--- config.mk ---
export PLATFORM = sky130hd
export DESIGN_NAME = adpcm_nibble_decoder_with_prescaler
export DESIGN_NICKNAME = d
export VERILOG_FILES = /design/src/hw/rtl/adpcm_nd_pkg.sv /design/src/hw/rtl/adpcm_nd_decode.sv /design/src/hw/rtl/adpcm_nibble_decoder_with_prescaler.sv
export SDC_FILE = /design/constraint.sdc
export NUM_CORES = 1
export LEC_CHECK = 0
export BUFFER_PORTS_ARGS = -buffer_cell sky130_fd_sc_hd__clkbuf_2
export CORE_ASPECT_RATIO = 0.7
export CORE_MARGIN = 3
export CORE_UTILIZATION = 60
export DETAILED_ROUTE_END_ITERATION = 10
export PLACE_DENSITY_LB_ADDON = 0.1
export SYNTH_ARGS = -nofsm -noshare
export SYNTH_HDL_FRONTEND = slang
export SYNTH_SLANG_ARGS = --single-unit
--- constraint.sdc ---
create_clock -name i_clk -period 8.5 [get_ports i_clk]
set_clock_uncertainty 0.2 [all_clocks]
set_input_delay 1.275 -clock i_clk [delete_from_list [all_inputs] [get_ports i_clk]]
set_output_delay 1.275 -clock i_clk [all_outputs]
set_load 0.03 [all_outputs]
--- src/hw/rtl/adpcm_nd_pkg.sv ---
`timescale 1ns / 1ps
// ----------------------------------------------------------------------------
// adpcm_nd_pkg
// Shared types, constants and tables for the four-bit ADPCM nibble decoder.
// ----------------------------------------------------------------------------
`default_nettype none

package adpcm_nd_pkg;

    localparam int PRED_W       = 12;
    localparam int STEP_W       = 6;
    localparam int SIZE_W       = 11;
    localparam int DELTA_W      = 12;
    localparam int MOVE_W       = 5;
    localparam int SAMPLE_W     = 16;
    localparam int NIBBLE_W     = 4;
    localparam int DIV_W        = 16;
    localparam int CFG_ADDR_W   = 3;
    localparam int CFG_DATA_W   = 32;
    localparam int PRESCALER_BITS_DEF = 16;

    localparam logic [STEP_W-1:0] STEP_MAX = 6'd48;
    localparam logic signed [PRED_W-1:0] PRED_MIN = -12'sd2048;
    localparam logic signed [PRED_W-1:0] PRED_MAX = 12'sd2047;
    localparam logic [DIV_W-1:0] DIV_RESET = 16'd1;

    localparam logic [CFG_ADDR_W-3:0] REG_CLOCK_DIVIDER = 1'b0;

    typedef enum logic [1:0] {
        OP_NIBBLE = 2'd0,
        OP_RESET  = 2'd1,
        OP_TICK   = 2'd2,
        OP_SAMPLE = 2'd3
    } t_op;

    typedef struct packed {
        t_op                 op;
        logic [NIBBLE_W-1:0] value;
    } t_in_item;

    typedef struct packed {
        logic signed [SAMPLE_W-1:0] sample;
        logic                       new_sample;
    } t_out_item;

    typedef struct packed {
        logic signed [PRED_W-1:0] pred;
        logic [STEP_W-1:0]        step;
    } t_dec_state;

    function automatic logic [SIZE_W-1:0] step_lookup(input logic [STEP_W-1:0] pos);
        logic [SIZE_W-1:0] s;
        case (pos)
            6'd0:  s = 11'd16;
            6'd1:  s = 11'd17;
            6'd2:  s = 11'd19;
            6'd3:  s = 11'd21;
            6'd4:  s = 11'd23;
            6'd5:  s = 11'd25;
            6'd6:  s = 11'd28;
            6'd7:  s = 11'd31;
            6'd8:  s = 11'd34;
            6'd9:  s = 11'd37;
            6'd10: s = 11'd41;
            6'd11: s = 11'd45;
            6'd12: s = 11'd50;
            6'd13: s = 11'd55;
            6'd14: s = 11'd60;
            6'd15: s = 11'd66;
            6'd16: s = 11'd73;
            6'd17: s = 11'd80;
            6'd18: s = 11'd88;
            6'd19: s = 11'd97;
            6'd20: s = 11'd107;
            6'd21: s = 11'd118;
            6'd22: s = 11'd130;
            6'd23: s = 11'd143;
            6'd24: s = 11'd157;
            6'd25: s = 11'd173;
            6'd26: s = 11'd185;
            6'd27: s = 11'd204;
            6'd28: s = 11'd224;
            6'd29: s = 11'd247;
            6'd30: s = 11'd272;
            6'd31: s = 11'd300;
            6'd32: s = 11'd330;
            6'd33: s = 11'd363;
            6'd34: s = 11'd399;
            6'd35: s = 11'd439;
            6'd36: s = 11'd483;
            6'd37: s = 11'd532;
            6'd38: s = 11'd585;
            6'd39: s = 11'd622;
            6'd40: s = 11'd684;
            6'd41: s = 11'd752;
            6'd42: s = 11'd828;
            6'd43: s = 11'd910;
            6'd44: s = 11'd1002;
            6'd45: s = 11'd1102;
            6'd46: s = 11'd1212;
            6'd47: s = 11'd1333;
            default: s = 11'd1466;
        endcase
        return s;
    endfunction

    function automatic logic signed [MOVE_W-1:0] step_move(input logic [2:0] code);
        logic signed [MOVE_W-1:0] m;
        case (code)
            3'd4:    m = 5'sd2;
            3'd5:    m = 5'sd4;
            3'd6:    m = 5'sd6;
            3'd7:    m = 5'sd8;
            default: m = -5'sd1;
        endcase
        return m;
    endfunction

endpackage

`default_nettype wire

--- src/hw/rtl/adpcm_nd_decode.sv ---
`timescale 1ns / 1ps
// ----------------------------------------------------------------------------
// adpcm_nd_decode
// One ADPCM decode step: step size lookup, delta build, saturating predictor
// update and saturating step position update.
// ----------------------------------------------------------------------------
`default_nettype none

module adpcm_nd_decode (
    input  wire adpcm_nd_pkg::t_dec_state                  i_state,
    input  wire logic [adpcm_nd_pkg::NIBBLE_W-1:0]         i_nibble,
    output adpcm_nd_pkg::t_dec_state                       o_state
);
    import adpcm_nd_pkg::*;

    localparam int SUM_W = PRED_W + 2;
    localparam int POS_W = STEP_W + 1;

    logic [SIZE_W-1:0]         size;
    logic [DELTA_W-1:0]        delta;
    logic signed [SUM_W-1:0]   pred_ext;
    logic signed [SUM_W-1:0]   delta_ext;
    logic signed [SUM_W-1:0]   sum;
    logic signed [POS_W-1:0]   pos;

    always_comb begin
        size  = step_lookup(i_state.step);
        delta = DELTA_W'(size >> 3);
        if (i_nibble[2]) begin
            delta = delta + DELTA_W'(size);
        end
        if (i_nibble[1]) begin
            delta = delta + DELTA_W'(size >> 1);
        end
        if (i_nibble[0]) begin
            delta = delta + DELTA_W'(size >> 2);
        end

        pred_ext  = SUM_W'(i_state.pred);
        delta_ext = $signed({2'b00, delta});
        if (i_nibble[3]) begin
            sum = pred_ext - delta_ext;
        end else begin
            sum = pred_ext + delta_ext;
        end

        if (sum < SUM_W'(PRED_MIN)) begin
            o_state.pred = PRED_MIN;
        end else if (sum > SUM_W'(PRED_MAX)) begin
            o_state.pred = PRED_MAX;
        end else begin
            o_state.pred = sum[PRED_W-1:0];
        end

        pos = $signed({1'b0, i_state.step}) + POS_W'(step_move(i_nibble[2:0]));
        if (pos < 0) begin
            o_state.step = '0;
        end else if (pos > $signed({1'b0, STEP_MAX})) begin
            o_state.step = STEP_MAX;
        end else begin
            o_state.step = pos[STEP_W-1:0];
        end
    end

endmodule

`default_nettype wire

--- src/hw/rtl/adpcm_nibble_decoder_with_prescaler.sv ---
`timescale 1ns / 1ps
// ----------------------------------------------------------------------------
// adpcm_nibble_decoder_with_prescaler
// Event driven four-bit ADPCM decoder with a master tick prescaler and an
// APB-style register for the clock divider.
// ----------------------------------------------------------------------------
// result path: an accepted request goes to the input reg, then its result to the result reg
// throughput: one request per cycle unless the output stalls; the decode step
//   fits between the input and result registers, with state written at the same edge
// reset: synchronous active low; clears state, divider returns to 1
// ----------------------------------------------------------------------------
`default_nettype none

module adpcm_nibble_decoder_with_prescaler #(
    parameter int PRESCALER_BITS = adpcm_nd_pkg::PRESCALER_BITS_DEF
) (
    input  wire                                           i_clk,
    input  wire                                           i_rst_n,

    input  wire                                           i_in_valid,
    output logic                                          o_in_stall,
    input  wire adpcm_nd_pkg::t_in_item                   i_in_data,

    output logic                                          o_out_valid,
    input  wire                                           i_out_stall,
    output adpcm_nd_pkg::t_out_item                       o_out_data,

    input  wire                                           i_psel,
    input  wire                                           i_penable,
    input  wire                                           i_pwrite,
    input  wire logic [adpcm_nd_pkg::CFG_ADDR_W-1:0]      i_paddr,
    input  wire logic [adpcm_nd_pkg::CFG_DATA_W-1:0]      i_pwdata,
    output logic [adpcm_nd_pkg::CFG_DATA_W-1:0]           o_prdata,
    output logic                                          o_pready
);
    import adpcm_nd_pkg::*;

    localparam int CMP_W = (PRESCALER_BITS > DIV_W) ? PRESCALER_BITS : DIV_W;

    logic                      r_in_valid;
    t_in_item                  r_in;
    logic                      r_out_valid;
    t_out_item                 r_out;
    logic [DIV_W-1:0]          r_divider;
    logic [NIBBLE_W-1:0]       r_nibble;
    logic                      r_reset_held;
    t_dec_state                r_dec;
    logic [PRESCALER_BITS-1:0] r_count;

    logic [NIBBLE_W-1:0]       n_nibble;
    logic                      n_reset_held;
    t_dec_state                n_dec;
    logic [PRESCALER_BITS-1:0] n_count;
    t_out_item                 n_out;

    t_dec_state                dec_next;
    logic [PRESCALER_BITS-1:0] count_inc;
    logic                      fire;
    logic                      out_free;
    logic                      proc;
    logic                      cfg_wr;

    adpcm_nd_decode u_decode (
        .i_state  (r_dec),
        .i_nibble (r_nibble),
        .o_state  (dec_next)
    );

    assign out_free    = !r_out_valid || !i_out_stall;
    assign proc        = r_in_valid && out_free;
    assign o_in_stall  = r_in_valid && !out_free;
    assign o_out_valid = r_out_valid;
    assign o_out_data  = r_out;

    assign o_pready = 1'b1;
    assign cfg_wr   = i_psel && i_penable && i_pwrite &&
                      (i_paddr[CFG_ADDR_W-1:2] == REG_CLOCK_DIVIDER);
    always_comb begin
        o_prdata = '0;
        if (i_paddr[CFG_ADDR_W-1:2] == REG_CLOCK_DIVIDER) begin
            o_prdata = CFG_DATA_W'(r_divider);
        end
    end

    assign count_inc = r_count + 1'b1;

    always_comb begin
        n_nibble     = r_nibble;
        n_reset_held = r_reset_held;
        n_dec        = r_dec;
        n_count      = r_count;
        fire         = 1'b0;
        unique case (r_in.op)
            OP_NIBBLE: begin
                n_nibble = r_in.value;
            end
            OP_RESET: begin
                n_reset_held = r_in.value[0];
                if (r_in.value[0]) begin
                    n_dec   = '0;
                    n_count = '0;
                end
            end
            OP_TICK: begin
                if (CMP_W'(count_inc) >= CMP_W'(r_divider)) begin
                    n_count = '0;
                    fire    = 1'b1;
                end else begin
                    n_count = count_inc;
                end
            end
            OP_SAMPLE: begin
                fire = 1'b1;
            end
        endcase
        // predictor stays cleared while the reset line is held
        if (fire && !r_reset_held) begin
            n_dec = dec_next;
        end
        n_out.sample     = $signed({n_dec.pred, 4'b0000});
        n_out.new_sample = fire;
    end

    always_ff @(posedge i_clk) begin
        if (!i_rst_n) begin
            r_in_valid   <= 1'b0;
            r_out_valid  <= 1'b0;
            r_divider    <= DIV_RESET;
            r_nibble     <= '0;
            r_reset_held <= 1'b0;
            r_dec        <= '0;
            r_count      <= '0;
        end else begin
            if (cfg_wr) begin
                r_divider <= i_pwdata[DIV_W-1:0];
            end
            if (!r_in_valid || proc) begin
                r_in_valid <= i_in_valid;
            end
            if (proc) begin
                r_nibble     <= n_nibble;
                r_reset_held <= n_reset_held;
                r_dec        <= n_dec;
                r_count      <= n_count;
                r_out_valid  <= 1'b1;
            end else if (!i_out_stall) begin
                r_out_valid <= 1'b0;
            end
        end
    end

    always_ff @(posedge i_clk) begin
        if (!r_in_valid || proc) begin
            r_in <= i_in_data;
        end
        if (proc) begin
            r_out <= n_out;
        end
    end

    a_step_range: assert property (@(posedge i_clk) disable iff (!i_rst_n)
        r_dec.step <= STEP_MAX)
        else $error("step position beyond table");

    a_pred_cleared: assert property (@(posedge i_clk) disable iff (!i_rst_n)
        r_reset_held |-> (r_dec.pred == '0))
        else $error("predictor not cleared while reset line held");

    a_stall_cause: assert property (@(posedge i_clk) disable iff (!i_rst_n)
        o_in_stall |-> (r_out_valid && i_out_stall && r_in_valid))
        else $error("input stalled without a blocked result");

    a_proc_result: assert property (@(posedge i_clk) disable iff (!i_rst_n)
        proc |=> o_out_valid)
        else $error("processed request produced no result");

endmodule

`default_nettype wire
* Word level (Yosys, flattened, before mapping)
Memories as Yosys holds them, arrays and structs flattened. A register that Yosys moved wholly into a read port is not among the register bits.
Cells that the tools add are included.
** Word-level totals
- Flip-flop bits (word level) :: 76
- Memory bits (read-only) :: 704
- Input port bits :: 48
- Output and inout port bits :: 52
- Logic and storage cells :: 78
- Memories :: 1
** Memory list
- (name not given) :: depth 64, bits a word 11, read ports 1, clocked after Yosys merged registers in 1, wr ports 0, line adpcm_nd_pkg.sv:53 : case (pos)
** Cells by class
- $add $sub $neg :: 7
- Magnitude comparators :: 5
- Equality and inequality tests :: 9
- Muxes and demuxes :: 22
- Bitwise operators :: 1
- Reduce and logical (&&, ||, !) cells :: 21
** Operators by type and width (number)
- $mux W12 :: 5
- $mux W18 :: 3
- $mux W16 :: 3
- $pmux W16 S2 :: 1
- $mux W6 :: 4
- $pmux W5 S4 :: 1
- $add A16 B1 Y16 const B :: 1
- $ge A16 B16 Y1 :: 1
- $add A12 B13 Y14 :: 1
- $gt A14 B12 Y1 const B :: 1
- $lt A14 B12 Y1 const B :: 1
- $mux W14 :: 1
- $sub A12 B13 Y14 :: 1
- $add A12 B10 Y12 :: 1
- $add A12 B9 Y12 :: 1
- $add A8 B11 Y12 :: 1
- $eq A3 B3 Y1 const B :: 4
- $add A7 B5 Y7 :: 1
- $gt A7 B7 Y1 const B :: 1
- $lt A7 B1 Y1 const B :: 1
- $logic_and A1 B1 Y1 :: 6
- $reduce_and A3 Y1 :: 2
- $reduce_bool A2 Y1 :: 3
- $logic_not A1 Y1 :: 5
- other kinds (10) :: 15

* Longest topological paths before layout
Gate-level depths: netlist (run 1).
- Word-level depth :: 14
- Depth in mapped cells :: 39
- Gate-level depth less buffers :: 38

* Hierarchy
A second synthesis (run 1) with hierarchy kept.
** Unflattened totals
- Cells, all modules :: 1016
- Area, all modules :: 8008.9 um^2
** Modules (own cells, without submodules)
- adpcm_nibble_decoder_with_prescaler :: times used 1, cells an instance 458, area each 4040.1 um^2, sequential area each 1711.6 um^2
- adpcm_nd_decode :: times used 1, cells an instance 558, area each 3968.8 um^2, sequential area each 0.0 um^2

* Worst setup path after synthesis (run 1)
No wires, ideal clock.
- Path kind :: flip-flop to flip-flop
- Start point :: reg u_decode.size[3] (netlist name)
- End point :: reg r_out, in the netlist o_out_data[13], data pin
- Library setup time :: 0.255 ns
- Arrival :: 6.800 ns
- Required time :: 8.045 ns
- Setup slack :: 1.245 ns
- Cell stages (with the launch flop) :: 37
- Cells stage by stage :: dfxtp_1 -> ha_1 -> inv_1 -> fa_1 -> nor2b_4 -> o21a_1 -> nor2_1 -> xnor2_1 -> mux2_4 -> ha_1 -> a21oi_1 -> and3_1 -> xnor2_1 -> nor2_1 -> a21oi_1 -> ha_1 -> clkbuf_2 -> o21a_1 -> o21ai_0 -> o32ai_1 -> a311o_1 -> nand3_1 -> xnor2_1 -> and3_4 -> or2_4 -> xnor2_1 -> ha_1 -> o21a_1 -> o31a_1 -> or2_2 -> a21oi_4 -> nor2_1 -> a211o_1 -> o2111a_2 -> buf_12 -> a21oi_2 -> o21ai_2
** RTL lines
- to (signal assigned) :: line adpcm_nibble_decoder_with_prescaler.sv:157 : r_out <= n_out;
- to (decl) :: line adpcm_nibble_decoder_with_prescaler.sv:43 : t_out_item r_out;

==> results of run 1 <==
## worst register-to-register path, delay by kind of cell (launching register included)
family / cells / cell delay (ns)
xor+xnor: 3 / 0.41
compound gates: 15 / 2.99
mux: 2 / 0.56
simple gates: 8 / 1.30
buf+inv: 1 / 0.06
fa+ha+maj: 5 / 1.83
flops: 1 / 0.42
## cells by family after synthesis
group,after synthesis,synth area share
AO/OA/AOI/OAI,306,0.268
XOR/XNOR,59,0.0665
other,2,0.000939
buffers and inverters,127,0.0753
adder cells (fa/ha/maj),76,0.124
AND/OR/NAND/NOR,333,0.198
flip-flops,87,0.242
multiplexers,20,0.0264
## registers in the layout, summed over array words and instances, names as in the netlist
name	cells
r_in	6
r_divider	16
r_dec	18
r_in_valid	1
o_out_valid	1
u_decode.size	11
o_out_data	13
r_reset_held	1
r_count	16
r_nibble	4
## routing by layer
metal,vias to the layer above,routed length (µm),track usage
met3,18,2140,0.0584
met4,0,204,0.0441
li1,3653,-,-
met1,3364,10200,0.452
met2,343,7830,0.380
met5,-,0,0
## path summary, 6_finish.rpt
kind	startpoint	end	cells after the start
max	u_decode.size[0]	o_out_data[5]	34
min	r_divider[12]	r_divider[12]	2
max reg2reg	u_decode.size[0]	o_out_data[5]	34
min reg2reg	r_divider[12]	r_divider[12]	2
## what timing repair did
item,CTS,global route
resized for setup,0,2
endpoints found under the setup margin,0,12
endpoints found under the hold margin,0,0
setup buffers,0,0
## final cells by class
class                   count  area, µm²  share of cell area
repair buffers             70        375              0.0437
inverters                  64        240              0.0279
clock buffers              10        239              0.0278
well taps                 162        203              0.0236
flip-flops and latches     87       1930               0.225
clock inverters             6       72.6             0.00844
multi-input cells         815       5530               0.644
## where the power goes
part | switching, mW | internal, mW
registers | 0.00701 | 0.433
clock network | 0.180 | 0.240
logic | 0.0951 | 0.0432
total | 0.282 | 0.716
## per-stage QoR
| step | util | setup WS, ns | power, mW |
|---|---|---|---|
| floorplan | - | 1.25 | 0.558 |
| global placement | 0.651 | 0.499 | 0.582 |
| detailed placement | 0.651 | 0.417 | 0.585 |
| CTS | 0.676 | 0.368 | 1.00 |
| global route | 0.676 | 0.0362 | 1.04 |
| finish | 0.676 | 0.467 | 0.998 |
## cell usage in the layout, fill, tap and decap left out, drive strengths merged, types with 5 or more instances in the layout
master / count
conb: 21
nand4: 5
nand2b: 9
nand2: 116
mux2: 6
nor2b: 9
nor4: 7
o21a: 15
and3: 20
xor2: 28
o211ai: 11
a22oi: 9
or3: 7
a21o: 22
a21oi: 95
buf: 10
fa: 5
a211o: 7
a211oi: 8
ha: 71
and2: 5
inv: 65
nand3b: 5
a21boi: 5
o21ai: 72
mux2i: 14
nor3: 13
nand3: 27
clkbuf: 70
xnor2: 31
a31oi: 6
nor2: 92
edfxtp: 19
dfxtp: 68
==> impl_metrics.env, run 1 <==
export IMPL_grt_usage=0.279
export IMPL_gp_congestion=1.00
export IMPL_crit_fanout=11
export IMPL_cp_num_buf_inv=1
export IMPL_place_area_um2=8280
export IMPL_cts_clk_slew_worst_paths_ns=0.07
export IMPL_netlist_area_um2=8000
export IMPL_port_buffers=60
export IMPL_routed_wl_um=20400
export IMPL_report_final_slew_viol_count=0
export IMPL_first_iter_violations=751
export IMPL_cpMostUsedCell="ha_1"
export IMPL_avgSynthCellArea_um2=7.92
export IMPL_ys_warn_count=0
export IMPL_die_area_um2=14800
export IMPL_netlist_area_leader_share=0.170
export IMPL_reg2reg_slack_ns=0.47
export IMPL_grt_pass1_wl_um=33400
export IMPL_ys_types=97
export IMPL_drt_pass1_iter_count=6
export IMPL_viasPerCell=6.08
export IMPL_area_growth_syn_to_layout_pct=7.51
export IMPL_hold_class="reg -> reg"
export IMPL_end_kind="flop"
export IMPL_yosysMostFrequentCell="nand2_1"
export IMPL_crit_path_top_delay_cell="o32ai_1"
export IMPL_clockBufferDepth=2
export IMPL_drive_above_1_share=0.137
export IMPL_cp_arrival_ns=7.93
export IMPL_rows=34
export IMPL_ys_seq_elements=87
export IMPL_maxCapViolations=0
export IMPL_max_stage_delay_ns=0.46
export IMPL_synth_main_ff_cell="dfxtp_1"
export IMPL_status="finished, final reports clean"
export IMPL_setup_viol=0
export IMPL_cts_tree="built"
export IMPL_synthTopCellsByArea="dfxtp_1, ha_1, edfxtp_1"
export IMPL_layout_nets=1171
export IMPL_vias=7378
export IMPL_grt_pass1_vias=6501
export IMPL_cts_sinks=87
export IMPL_instances_no_fill=1214
export IMPL_cp_data_required_time_ns=8.40
export IMPL_nFillCells=1085
export IMPL_tightestPinTransition_ns=0.879
export IMPL_gr_total_overflow=0
export IMPL_core_area_um2=12700
export IMPL_grt_max_degree=40
export IMPL_post_route_drc_count=0
export IMPL_path_class="reg -> reg"
export IMPL_synth_edf_count=19
export IMPL_initial_core_util=0.629
export IMPL_ys_top_cells_by_count="nand2_1, nor2_1, a21oi_1"
export IMPL_max_freq_mhz=124
export IMPL_p_per_area_nw_per_um2=116
export IMPL_netlist_instances=1010
export IMPL_dp_cells=1198
export IMPL_async_flop_share=0
export IMPL_design_area_um2=8600
export IMPL_cts_hold_buf=0
export IMPL_dp_hpwl_um=15500
export IMPL_fin_hold_ws_ns=0.254
export IMPL_antenna_found_initial=0
export IMPL_ant_nets=0
export IMPL_vdd_drop_max_uv=92.3
export IMPL_io_pins=100
export IMPL_cp_top_family="compound AO/OA/AOI/OAI gates"
export IMPL_tns_ns=0
export IMPL_antennaDiodeCount=0
export IMPL_seq_area_frac_synth=0.242
export IMPL_finalCritPeriodShare=0.945
export IMPL_finalHoldViolCount=0
export IMPL_htreeDepth=3
export IMPL_clk_latency_ns=0.35
export IMPL_die_w_um=144
export IMPL_dieHeight_um=103
export IMPL_routedWlPerCell_um=16.8
export IMPL_rsz0062_at_grt="no"
export IMPL_p_leak_nw=3.80
export IMPL_min_period_ns=8.03
export IMPL_critPathLaunchType="flop"
export IMPL_yosys_area_top_type="dfxtp_1"
export IMPL_numCtsBuffers=9
export IMPL_root_buffer="clkbuf_16"
export IMPL_relSlewSlack=0.410
(Power assumes the default switching activity.)
==> run 2, diff against run 1 <==
--- a/config.mk
+++ b/config.mk
@@ -5,11 +5,13 @@
 export SDC_FILE = /design/constraint.sdc
 export NUM_CORES = 1
 export LEC_CHECK = 0
-export BUFFER_PORTS_ARGS = -buffer_cell sky130_fd_sc_hd__clkbuf_2
+export CELL_PAD_IN_SITES_DETAIL_PLACEMENT = 1
+export CELL_PAD_IN_SITES_GLOBAL_PLACEMENT = 1
 export CORE_ASPECT_RATIO = 0.7
 export CORE_MARGIN = 3
-export CORE_UTILIZATION = 60
+export CORE_UTILIZATION = 49
 export DETAILED_ROUTE_END_ITERATION = 10
+export DONT_BUFFER_PORTS = 1
 export PLACE_DENSITY_LB_ADDON = 0.1
 export SYNTH_ARGS = -nofsm -noshare
 export SYNTH_HDL_FRONTEND = slang
==> run 2 against run 1 <==
First-iteration DRC count decreased by 21%; critical path type unchanged; worst setup slack got worse by 0.0029 ns; non-clock buffer count decreased by 55; combinational power decreased by 10%; via count decreased by 0.20%; largest power group unchanged; critical endpoint is now o_out_data[8]; highest routed layer unchanged.
==> impl_metrics.env, run 2 (synthesis gave the netlist of run 1 again) <==
export IMPL_status="finished, final reports clean"
export IMPL_setup_viol=0
export IMPL_top_register="r_dec"
export IMPL_worstSetupStartpoint="u_decode.size[3]"
export IMPL_area_growth_syn_to_layout_pct=5.67
export IMPL_hold_path_endpoint="r_divider[7]"
export IMPL_antenna_found_initial=0
export IMPL_hold_class="reg -> reg"
export IMPL_clk_latency_ns=0.36
export IMPL_combPwrFrac=0.127
export IMPL_grt_usage=0.273
export IMPL_gr_total_overflow=0
export IMPL_sequentialPowerShare=0.457
export IMPL_cts_tree="built"
export IMPL_maxCapViolations=0
export IMPL_reg2reg_slack_ns=0.46
export IMPL_drt_pass1_iter_count=5
export IMPL_cp_top_family="compound AO/OA/AOI/OAI gates"
export IMPL_grt_max_degree=39
export IMPL_core_area_um2=15700
export IMPL_drive_above_1_share=0.0973
export IMPL_r2r_end="o_out_data[8]"
export IMPL_rows=38
export IMPL_viasPerCell=6.05
export IMPL_gp_congestion=0.922
export IMPL_reg2reg_depth=32
export IMPL_root_buffer="clkbuf_16"
export IMPL_nFillCells=1986
export IMPL_numCtsBuffers=9
export IMPL_p_leak_nw=3.57
export IMPL_cts_hold_buf=0
export IMPL_crit_path_top_delay_cell="fa_1"
export IMPL_dp_hpwl_um=18500
export IMPL_relSlewSlack=0.414
export IMPL_die_w_um=159
export IMPL_dieHeight_um=113
export IMPL_antennaDiodeCount=0
export IMPL_port_buffers=0
export IMPL_max_freq_mhz=124
export IMPL_design_area_um2=8450
export IMPL_finalHoldViolCount=0
export IMPL_layout_nets=1116
export IMPL_io_pins=100
export IMPL_report_final_slew_viol_count=0
export IMPL_max_stage_delay_ns=0.45
export IMPL_initial_core_util=0.508
export IMPL_first_iter_violations=595
export IMPL_min_period_ns=8.04
export IMPL_cts_sinks=87
export IMPL_vias=7363
export IMPL_routed_wl_um=24400
export IMPL_tightestPinTransition_ns=0.874
export IMPL_path_class="reg -> reg"
export IMPL_layout_commonest_cell="nand2_1"
export IMPL_r2r_start="u_decode.size[3]"
export IMPL_largest_reg_flops=18
export IMPL_clkPwrFrac=0.416
export IMPL_cp_data_required_time_ns=8.41
export IMPL_finalCritPeriodShare=0.945
export IMPL_routedWlPerCell_um=20.0
export IMPL_hold_start="r_divider[7]"
export IMPL_p_per_area_nw_per_um2=116
export IMPL_die_area_um2=17900
export IMPL_end_kind="flop"
export IMPL_fin_util=0.537
export IMPL_cp_arrival_ns=7.94
export IMPL_cpMostUsedCell="ha_1"
export IMPL_crit_fanout=11
export IMPL_grt_pass1_vias=7234
export IMPL_layout_common_cells="nand2_1, nor2_1, a21oi_1, ha_1, dfxtp_1"
export IMPL_ant_nets=0
export IMPL_internal_power_mw=0.698
export IMPL_cts_clk_slew_worst_paths_ns=0.06
export IMPL_vdd_drop_max_uv=76.2
export IMPL_cp_num_buf_inv=1
export IMPL_power_switching_mw=0.283
export IMPL_reg_top3="r_dec x18, r_count x16, r_divider x16"
export IMPL_critPathLaunchType="flop"
export IMPL_post_route_drc_count=0
export IMPL_p_sw_frac=0.289
export IMPL_clockBufferDepth=2
export IMPL_place_area_um2=8070
export IMPL_htreeDepth=3
export IMPL_grt_pass1_wl_um=39000
export IMPL_min_path_cells=2
export IMPL_tns_ns=0
==> run 2: per-layer routing <==
metal | GRT usage | share of wire
met1 | 0.427 | 0.53
met2 | 0.396 | 0.42
met3 | 0.0524 | 0.050
met4 | 0.0372 | 0.0054
met5 | 0 | 0
==> run 2: per-stage QoR <==
step,hold WS (ns),worst slack (ns),power [mW],std cells
6_report,0.254,0.464,0.981,1217
5_1_grt,0.276,-0.0179,1.02,1217
4_1_cts,0.257,0.361,0.985,1214
3_5_place_dp,0.248,0.399,0.577,1198
3_3_place_gp,0.244,0.517,0.574,1198
2_1_floorplan,0.236,1.25,0.558,1029
==> run 2: area by class of cell <==
class / instances / area, µm² / share of cell area
clock inverters: 6 / 60.1 / 0.00711
inverters: 64 / 240 / 0.0284
well taps: 220 / 275 / 0.0326
flip-flops and latches: 87 / 1930 / 0.229
repair buffers: 15 / 113 / 0.0133
multi-input cells: 815 / 5600 / 0.663
clock buffers: 10 / 229 / 0.0271
==> run 2: repair_timing <==
action,4_1_cts,5_1_grt
hold endpoints to repair,0,0
resized for setup,0,14
setup buffers,0,3
endpoints found under the setup margin,0,22
==> run 2: power groups by stage <==
stage / Combinational [mW] / Clock [mW] / Sequential, mW
4_1_cts: 0.120 / 0.417 / 0.449
6_report: 0.124 / 0.408 / 0.449
3_3_place_gp: 0.116 / 0 / 0.458
2_1_floorplan: 0.104 / 0 / 0.454
3_5_place_dp: 0.119 / 0 / 0.458
5_1_grt: 0.135 / 0.433 / 0.450
==> run 2: worst max path at each step <==
stage	to	slack (ns)	cells past startpoint
2_1_floorplan	o_out_data[13]	1.25	36
3_3_place_gp	o_out_data[5]	0.52	34
3_5_place_dp	o_out_data[5]	0.40	34
4_1_cts	o_out_data[5]	0.36	35
5_1_grt	o_out_data[8]	-0.02	36
6_report	o_out_data[8]	0.46	32
==> run 2: worst reg2reg max path: cells and delay by family, from the launching register on <==
kind                       cells  cell delay [ns]
adders and majority gates      5             1.78
xor gates and xnor gates       2             0.38
DFF                            1             0.35
muxes                          2             0.58
and+or+nand+nor                7             1.35
buffers and inverters          1             0.07
AOI/OAI and AO/OA             15             3.09
